$ cat src/hdl/ostt_pkg.sv
package ostt_pkg;

   localparam int NUM_TIMERS = 16;
   // the slot field is four bits wide, so at most sixteen slots are in use
   localparam int SLOT_CAP = 16;
   localparam int USED_SLOTS = (NUM_TIMERS < SLOT_CAP) ? NUM_TIMERS : SLOT_CAP;
   localparam int SLOT_W = (USED_SLOTS > 1) ? $clog2(USED_SLOTS) : 1;
   localparam int CNT_W = $clog2(USED_SLOTS + 1);

   localparam int TIME_W = 32;
   localparam int STEP_W = 24;
   localparam int SLOT_OUT_W = 4;

   typedef enum logic [0:0] {
      MODE_CREATE = 1'b0,
      MODE_TICK   = 1'b1
   } mode_type;

   typedef enum logic [1:0] {
      KIND_CREATED = 2'd0,
      KIND_FULL    = 2'd1,
      KIND_FIRED   = 2'd2,
      KIND_DONE    = 2'd3
   } kind_type;

endpackage

$ cat src/hdl/ostt_if.sv
interface ostt_req_if import ostt_pkg::*; ();
   logic                valid;
   logic                ready;
   mode_type            mode;
   logic [TIME_W-1:0]   wait_time;
   logic [STEP_W-1:0]   time_step;

   modport source (output valid, output mode, output wait_time, output time_step,
                   input ready);
   modport sink (input valid, input mode, input wait_time, input time_step,
                 output ready);
endinterface

interface ostt_rsp_if import ostt_pkg::*; ();
   logic                  valid;
   logic                  ready;
   kind_type              kind;
   logic [SLOT_OUT_W-1:0] slot;
   logic                  last;

   modport source (output valid, output kind, output slot, output last, input ready);
   modport sink (input valid, input kind, input slot, input last, output ready);
endinterface

$ cat src/hdl/one_shot_timer_table.sv
// channel    | direction | payload
// req_chan   | in        | mode, wait_time, time_step
// rsp_chan   | out       | kind, slot, last
//
// a create gives its result in the output register.
// a tick sweeps the timer memory one slot a cycle while the result side keeps
// up, a rate set by the single read port of the timer memory.
// each fired timer and the closing done result take one output transfer each;
// a stalled result side holds the sweep in place.
// reset is synchronous and clears all live bits; wait and elapsed memory is
// not cleared, since the data of slots that are not live is never used.
module one_shot_timer_table import ostt_pkg::*; (
   input  logic        clock,
   input  logic        reset,
   ostt_req_if.sink    req_chan,
   ostt_rsp_if.source  rsp_chan
);

   typedef enum logic [2:0] {
      ST_IDLE = 3'b001,
      ST_SCAN = 3'b010,
      ST_DONE = 3'b100
   } state_type;

   state_type state_ff, state_in;

   logic [USED_SLOTS-1:0] live_ff, live_in;

   // each word holds wait time over elapsed time
   logic [2*TIME_W-1:0] mem [USED_SLOTS];
   logic [2*TIME_W-1:0] rd_data_ff;

   logic              rd_en;
   logic [SLOT_W-1:0] rd_addr;
   logic              wr_en;
   logic [SLOT_W-1:0] wr_addr;
   logic [2*TIME_W-1:0] wr_data;

   logic [CNT_W-1:0]  rd_idx_ff, rd_idx_in;
   logic              p1_valid_ff, p1_valid_in;
   logic [SLOT_W-1:0] p1_idx_ff, p1_idx_in;
   logic [STEP_W-1:0] step_ff, step_in;

   logic                  rsp_valid_ff, rsp_valid_in;
   kind_type              kind_ff, kind_in;
   logic [SLOT_OUT_W-1:0] slot_ff, slot_in;
   logic                  last_ff, last_in;

   logic              out_free;
   logic              req_xfer;
   logic              have_free;
   logic [SLOT_W-1:0] free_idx;
   logic [TIME_W:0]   sum;
   logic [TIME_W-1:0] new_elapsed;
   logic [TIME_W-1:0] cur_wait;
   logic              p1_live;
   logic              fire;
   logic              stall;
   logic              issue;

   assign out_free = !rsp_valid_ff || rsp_chan.ready;
   assign req_chan.ready = (state_ff == ST_IDLE) && out_free;
   assign req_xfer = req_chan.valid && req_chan.ready;

   // lowest free slot
   always_comb begin
      have_free = 1'b0;
      free_idx = '0;
      for (int i = USED_SLOTS - 1; i >= 0; i--) begin
         if (!live_ff[i]) begin
            have_free = 1'b1;
            free_idx = SLOT_W'(i);
         end
      end
   end

   // second sweep stage: add, saturate, compare
   always_comb begin
      cur_wait = rd_data_ff[2*TIME_W-1:TIME_W];
      sum = {1'b0, rd_data_ff[TIME_W-1:0]} + {{(TIME_W + 1 - STEP_W){1'b0}}, step_ff};
      new_elapsed = sum[TIME_W] ? {TIME_W{1'b1}} : sum[TIME_W-1:0];
      p1_live = live_ff[p1_idx_ff];
      fire = p1_valid_ff && p1_live && (new_elapsed > cur_wait);
      stall = fire && !out_free;
      issue = (state_ff == ST_SCAN) && !stall && (rd_idx_ff < CNT_W'(USED_SLOTS));
   end

   always_comb begin
      state_in = state_ff;
      live_in = live_ff;
      rd_idx_in = rd_idx_ff;
      p1_valid_in = p1_valid_ff;
      p1_idx_in = p1_idx_ff;
      step_in = step_ff;
      rd_en = 1'b0;
      rd_addr = rd_idx_ff[SLOT_W-1:0];
      wr_en = 1'b0;
      wr_addr = p1_idx_ff;
      wr_data = {cur_wait, new_elapsed};
      rsp_valid_in = rsp_valid_ff && !rsp_chan.ready;
      kind_in = kind_ff;
      slot_in = slot_ff;
      last_in = last_ff;

      unique case (state_ff)
         ST_IDLE: begin
            if (req_xfer) begin
               rsp_valid_in = 1'b1;
               last_in = 1'b1;
               if (req_chan.mode == MODE_CREATE) begin
                  if (have_free) begin
                     live_in[free_idx] = 1'b1;
                     wr_en = 1'b1;
                     wr_addr = free_idx;
                     wr_data = {req_chan.wait_time, {TIME_W{1'b0}}};
                     kind_in = KIND_CREATED;
                     slot_in = SLOT_OUT_W'(free_idx);
                  end else begin
                     kind_in = KIND_FULL;
                     slot_in = '0;
                  end
               end else begin
                  rsp_valid_in = rsp_valid_ff && !rsp_chan.ready;
                  state_in = ST_SCAN;
                  step_in = req_chan.time_step;
                  rd_idx_in = '0;
                  p1_valid_in = 1'b0;
               end
            end
         end
         ST_SCAN: begin
            if (!stall) begin
               if (p1_valid_ff && p1_live) begin
                  wr_en = 1'b1;
               end
               if (fire) begin
                  live_in[p1_idx_ff] = 1'b0;
                  rsp_valid_in = 1'b1;
                  kind_in = KIND_FIRED;
                  slot_in = SLOT_OUT_W'(p1_idx_ff);
                  last_in = 1'b0;
               end
               p1_valid_in = issue;
               if (issue) begin
                  rd_en = 1'b1;
                  p1_idx_in = rd_idx_ff[SLOT_W-1:0];
                  rd_idx_in = rd_idx_ff + CNT_W'(1);
               end else begin
                  state_in = ST_DONE;
               end
            end
         end
         ST_DONE: begin
            if (out_free) begin
               rsp_valid_in = 1'b1;
               kind_in = KIND_DONE;
               slot_in = '0;
               last_in = 1'b1;
               state_in = ST_IDLE;
            end
         end
         default: begin
            state_in = ST_IDLE;
         end
      endcase
   end

   always_ff @(posedge clock) begin
      if (wr_en) begin
         mem[wr_addr] <= wr_data;
      end
      if (rd_en) begin
         rd_data_ff <= mem[rd_addr];
      end
   end

   always_ff @(posedge clock) begin
      if (reset) begin
         state_ff <= ST_IDLE;
         live_ff <= '0;
         rsp_valid_ff <= 1'b0;
         p1_valid_ff <= 1'b0;
         rd_idx_ff <= '0;
      end else begin
         state_ff <= state_in;
         live_ff <= live_in;
         rsp_valid_ff <= rsp_valid_in;
         p1_valid_ff <= p1_valid_in;
         rd_idx_ff <= rd_idx_in;
      end
   end

   always_ff @(posedge clock) begin
      p1_idx_ff <= p1_idx_in;
      step_ff <= step_in;
      kind_ff <= kind_in;
      slot_ff <= slot_in;
      last_ff <= last_in;
   end

   assign rsp_chan.valid = rsp_valid_ff;
   assign rsp_chan.kind = kind_ff;
   assign rsp_chan.slot = slot_ff;
   assign rsp_chan.last = last_ff;

   a_tick_starts_sweep: assert property (@(posedge clock) disable iff (reset)
      (req_xfer && req_chan.mode == MODE_TICK) |=> state_ff == ST_SCAN)
      else $error("tick transfer did not start a sweep");

   a_fired_not_last: assert property (@(posedge clock) disable iff (reset)
      (rsp_valid_ff && kind_ff == KIND_FIRED) |-> !last_ff)
      else $error("fired result marked last");

   a_stall_holds_data: assert property (@(posedge clock) disable iff (reset)
      stall |=> $stable(rd_data_ff) && p1_valid_ff && $stable(p1_idx_ff))
      else $error("sweep stage moved while stalled");

   a_sweep_no_new_live: assert property (@(posedge clock) disable iff (reset)
      (state_ff == ST_SCAN) |=> $countones(live_ff) <= $countones($past(live_ff)))
      else $error("timer became live during a sweep");

endmodule
$ cat src/flat_wrapper.sv
// flat-port wrapper written by rule: the top's interface ports become plain ports
module one_shot_timer_table_flat import ostt_pkg::*;
  (clock, reset, req_chan_valid, req_chan_mode, req_chan_wait_time, req_chan_time_step, req_chan_ready, rsp_chan_valid, rsp_chan_kind, rsp_chan_slot, rsp_chan_last, rsp_chan_ready);
  ostt_req_if req_chan_i ();
  ostt_rsp_if rsp_chan_i ();
  input  logic clock;
  input  logic reset;
  input wire logic [$bits(req_chan_i.valid)-1:0] req_chan_valid;
  input wire logic [$bits(req_chan_i.mode)-1:0] req_chan_mode;
  input wire logic [$bits(req_chan_i.wait_time)-1:0] req_chan_wait_time;
  input wire logic [$bits(req_chan_i.time_step)-1:0] req_chan_time_step;
  output wire logic [$bits(req_chan_i.ready)-1:0] req_chan_ready;
  output wire logic [$bits(rsp_chan_i.valid)-1:0] rsp_chan_valid;
  output wire logic [$bits(rsp_chan_i.kind)-1:0] rsp_chan_kind;
  output wire logic [$bits(rsp_chan_i.slot)-1:0] rsp_chan_slot;
  output wire logic [$bits(rsp_chan_i.last)-1:0] rsp_chan_last;
  input wire logic [$bits(rsp_chan_i.ready)-1:0] rsp_chan_ready;
  assign req_chan_i.valid = req_chan_valid;
  assign req_chan_i.mode = req_chan_mode;
  assign req_chan_i.wait_time = req_chan_wait_time;
  assign req_chan_i.time_step = req_chan_time_step;
  assign req_chan_ready = req_chan_i.ready;
  assign rsp_chan_valid = rsp_chan_i.valid;
  assign rsp_chan_kind = rsp_chan_i.kind;
  assign rsp_chan_slot = rsp_chan_i.slot;
  assign rsp_chan_last = rsp_chan_i.last;
  assign rsp_chan_i.ready = rsp_chan_ready;
  one_shot_timer_table u_core (.clock(clock), .reset(reset), .req_chan(req_chan_i), .rsp_chan(rsp_chan_i));
endmodule
$ cat config.mk
export PLATFORM = sky130hd
export DESIGN_NAME = one_shot_timer_table_flat
export DESIGN_NICKNAME = d
export VERILOG_FILES = /design/src/hdl/ostt_pkg.sv /design/src/hdl/ostt_if.sv /design/src/hdl/one_shot_timer_table.sv /design/src/flat_wrapper.sv
export SDC_FILE = /design/constraint.sdc
export NUM_CORES = 1
export LEC_CHECK = 0
export ABC_CLOCK_PERIOD_IN_PS = 9700
export BUFFER_PORTS_ARGS = -buffer_cell sky130_fd_sc_hd__buf_4
export CORE_MARGIN = 2
export CORE_UTILIZATION = 63
export CTS_CLUSTER_SIZE = 20
export DETAILED_ROUTE_END_ITERATION = 7
export GPL_TIMING_DRIVEN = 0
export PLACE_DENSITY = 0.8
export RECOVER_POWER = 100
export SLEW_MARGIN = 20
export SYNTH_ARGS = -nofsm -noshare
export SYNTH_HDL_FRONTEND = slang
export SYNTH_SLANG_ARGS = --single-unit
$ cat constraint.sdc
create_clock -name clock -period 9.7 [get_ports clock]
set_input_delay 0.97 -clock clock [delete_from_list [all_inputs] [get_ports clock]]
set_output_delay 0.97 -clock clock [all_outputs]
set_load 0.05 [all_outputs]
==> flow_metrics.py <==
metrics = {
    "finish": {
        "finalInstanceArea_sq_um": 53080,
        "stdcell_count": 3533,
        "n_antenna_cell": 0,
        "drive_gt1_share_pct": 25.84,
        "syn_to_final_growth_pct": 15.24,
        "nets": 2602,
        "final_core_util_pct": 73.00,
        "nFillCells": 3867,
    },
    "clock_network": {
        "clkTransAtPathRegs_ps": 70,
        "htreeDepth": 3,
        "cts_root_buf": "clkbuf_16",
        "cts_resized": 0,
        "cts_max_path_buffers": 3,
        "post_cts_buffers": 0,
        "clock-sinks": 1149,
        "cts_tree": "done",
        "holdBufCountCts": 0,
        "cts_made_buffers": 113,
        "clk_latency_ps": 690,
    },
    "placed_design": {
        "globalplace.congestion": 0.9053,
        "placed_area_sq_um": 49690,
        "placed_cells": 3312,
        "portBuffers": 68,
        "dp_slack_ps": 2076,
        "dp_hpwl_microns": 79050,
    },
    "routing": {
        "drt-initial-drc-count": 4183,
        "ant_nets": 0,
        "drcViolationCount": 0,
        "routed_wl_microns": 128100,
        "route.vias.total": 25560,
        "vias_per_cell": 7.234,
        "dr.pass1.iters": 6,
        "wl_per_cell_microns": 36.25,
    },
    "grt": {
        "overflow": 0,
        "grt_pass1_wl_microns": 181300,
        "grt_max_degree": 30,
        "grt_use_total_pct": 34.77,
        "grt_pass1_vias": 25870,
        "grt_antenna_before_repair": 0,
    },
    "setup_path": {
        "critPathMaxFanout": 15,
        "cp.required_ps": 9990,
        "worstSetupPathType": "reg2reg",
        "endpoint_kind": "flip-flop",
        "critPathLaunchType": "flip-flop",
        "crit_arrival_ps": 9010,
    },
    "synth": {
        "yosysUniqueCellTypes": 83,
        "async_flop_share_pct": 0,
        "synth_edf_count": 1123,
        "synthTopCellsByArea": "edfxtp_1 73%, mux4_2 16%, ha_1 1.5%, dfxtp_1 1.1%, nand2_1 0.84%",
        "synth_area_leader_cell": "edfxtp_1",
        "syn_area_sq_um": 46060,
        "yosysTopAreaCellShare_pct": 73.22,
        "synthTopCellsByCount": "1123 x edfxtp_1, 324 x mux4_2, 103 x nand2_1",
        "synth_warnings": 0,
        "netlist_instances": 2213,
        "dominantRegCellSynth": "edfxtp_1",
        "synth_most_common_cell": "edfxtp_1",
        "syn_avg_cell_area_sq_um": 20.81,
        "synth_nets": 2332,
        "ys_ff_latch": 1149,
        "seq_area_frac_synth_pct": 74.35,
    },
    "timing": {
        "finalClockSkew_ps": 31.74,
        "finalHoldViolCount": 0,
        "worst_slack_ps": 979.0,
        "min_period_ps": 8721,
        "final-max-slew-violation-count": 323,
        "tightest_slew_ps": 1858,
        "clock.fmax_ghz": 0.1147,
        "fin_crit_sh_pct": 89.91,
        "relSlewSlack_pct": -24.70,
        "rsz0062_at_grt": "false",
        "finalSetupViolCount": 0,
    },
    "power": {
        "seqPwrFrac_pct": 53.9,
        "clkPwrFrac_pct": 42.6,
        "p_sw_share_pct": 20.85,
        "netSwitchingPower_uw": 2139,
        "combPwrFrac_pct": 3.5,
        "power.density_nw_per_um2": 193.3,
        "peakVddDrop_v": 0.0001529,
        "p_leak_uw": 0.01670,
        "p_int_uw": 8121,
    },
    "flow_run": {
        "maxCapViolCount": 19,
    },
    "floorplanning": {
        "initial_core_util_pct": 63.35,
        "coreArea_sq_um": 72710,
        "die-height_microns": 274.4,
        "ios": 70,
        "die_x_microns": 274.4,
        "num_rows": 99,
        "die-area_sq_um": 75290,
    },
    "hold_path": {
        "hold_class": "reg2reg",
    },
    "run_status": {
        "violations": "max-capacitance violations, max-slew violations",
        "outcome": "finished, violations left",
    },
}
[stage by stage]
stage | hold WS (ps) | total power, uW | setup TNS (ps)
floorplan | 406.4 | 5828 | 0
detailed placement | 445.4 | 5983 | 0
global placement | 419.3 | 5947 | -2769540
global route | 476.7 | 10470 | 0
finish | 469.3 | 10260 | 0
CTS | 444.0 | 10270 | 0
[worst max-delay path, cell delays in order, from the launching register on]
cell and delay [ps]:
edfxtp_1 460, ha_1 300, fa_1 430, a21oi_1 220, o21ai_0 160, a21oi_1 340
o21ai_0 350, o21a_1 320, a221o_1 310, clkbuf_1 230, nand3b_1 390, clkbuf_1 400
nand2_1 220, ha_1 360, a21o_1 190, a21oi_1 140, nor2b_1 60, a2111oi_0 400
a2bb2oi_1 830, nor2_1 240, a2bb2oi_1 340, nor2_4 740, clkbuf_1 870
[path summary, 6_finish.rpt]
kind	to	slack, ps	cells after the start	startpoint
max	u_core.mem[7][38]	980	22	u_core.step_ff[0]
min	u_core.p1_idx_ff[2]	470	0	u_core.rd_idx_ff[2]
max reg2reg	u_core.mem[7][38]	980	22	u_core.step_ff[0]
min reg2reg	u_core.p1_idx_ff[2]	470	0	u_core.rd_idx_ff[2]
[area by class of cell]
type	count	area, sq um	share of cell area, %
inverter	46	172.7	0.3253
sequential	1149	34240	64.51
multi-input combinational	910	11220	21.14
clock inverter	62	659.4	1.242
clock buffer	144	2997	5.646
buffer	108	447.9	0.8439
tap	959	1200	2.261
timing repair buffer	155	2136	4.024
[routing by layer]
metal | wire length [microns] | global-route usage [%]
met5 | 0 | 0
met1 | 43700 | 45.89
met2 | 62350 | 55.77
met4 | 7611 | 18.32
met3 | 14400 | 6.936
[power by group through the flow]
stage	sequential [uW]	combinational [uW]	clock (uW)
6_report	5530	363	4370
5_1_grt	5530	384	4560
4_1_cts	5530	355	4390
3_5_place_dp	5630	349	0
3_3_place_gp	5640	311	0
2_1_floorplan	5630	195	0
[cells in the final DEF (no fill, tap or decap), drive strengths merged, types with 16 or more instances in the layout]
cell | Yosys | routed
edfxtp | 1123 | 1123
mux4 | 324 | 324
clkbuf | 60 | 288
buf | 48 | 119
nand2 | 103 | 103
a21oi | 71 | 71
ha | 57 | 57
o21ai | 53 | 53
inv | 46 | 52
nor2 | 45 | 45
clkinv | 0 | 42
dfxtp | 26 | 26
nand4 | 17 | 17
nand2b | 17 | 17
a21o | 16 | 16
[sequential cells by signal, summed over array words and instances, names as in the netlist]
signal	flops
u_core.mem	1024
u_core.rd_data_ff	64
u_core.step_ff	24
u_core.live_ff	16
u_core.rd_idx_ff	5
u_core.p1_idx_ff	4
u_core.rsp_chan.slot	4
u_core.state_ff	3
u_core.rsp_chan.kind	2
u_core.p1_valid_ff	1
u_core.rsp_chan.last	1
u_core.rsp_chan.valid	1
[kinds of logic after synthesis]
group                      Yosys count  share of synthesized area (%)
DFF                               1149                          74.35
muxes                              331                          16.01
and+or+nand+nor                    265                          2.912
AOI/OAI and AO/OA                  233                          3.347
buffers and inverters              154                          1.361
adders and majority gates           58                          1.592
xor gates and xnor gates            23                         0.4374
Note: power is estimated with default switching activity, not from simulation.
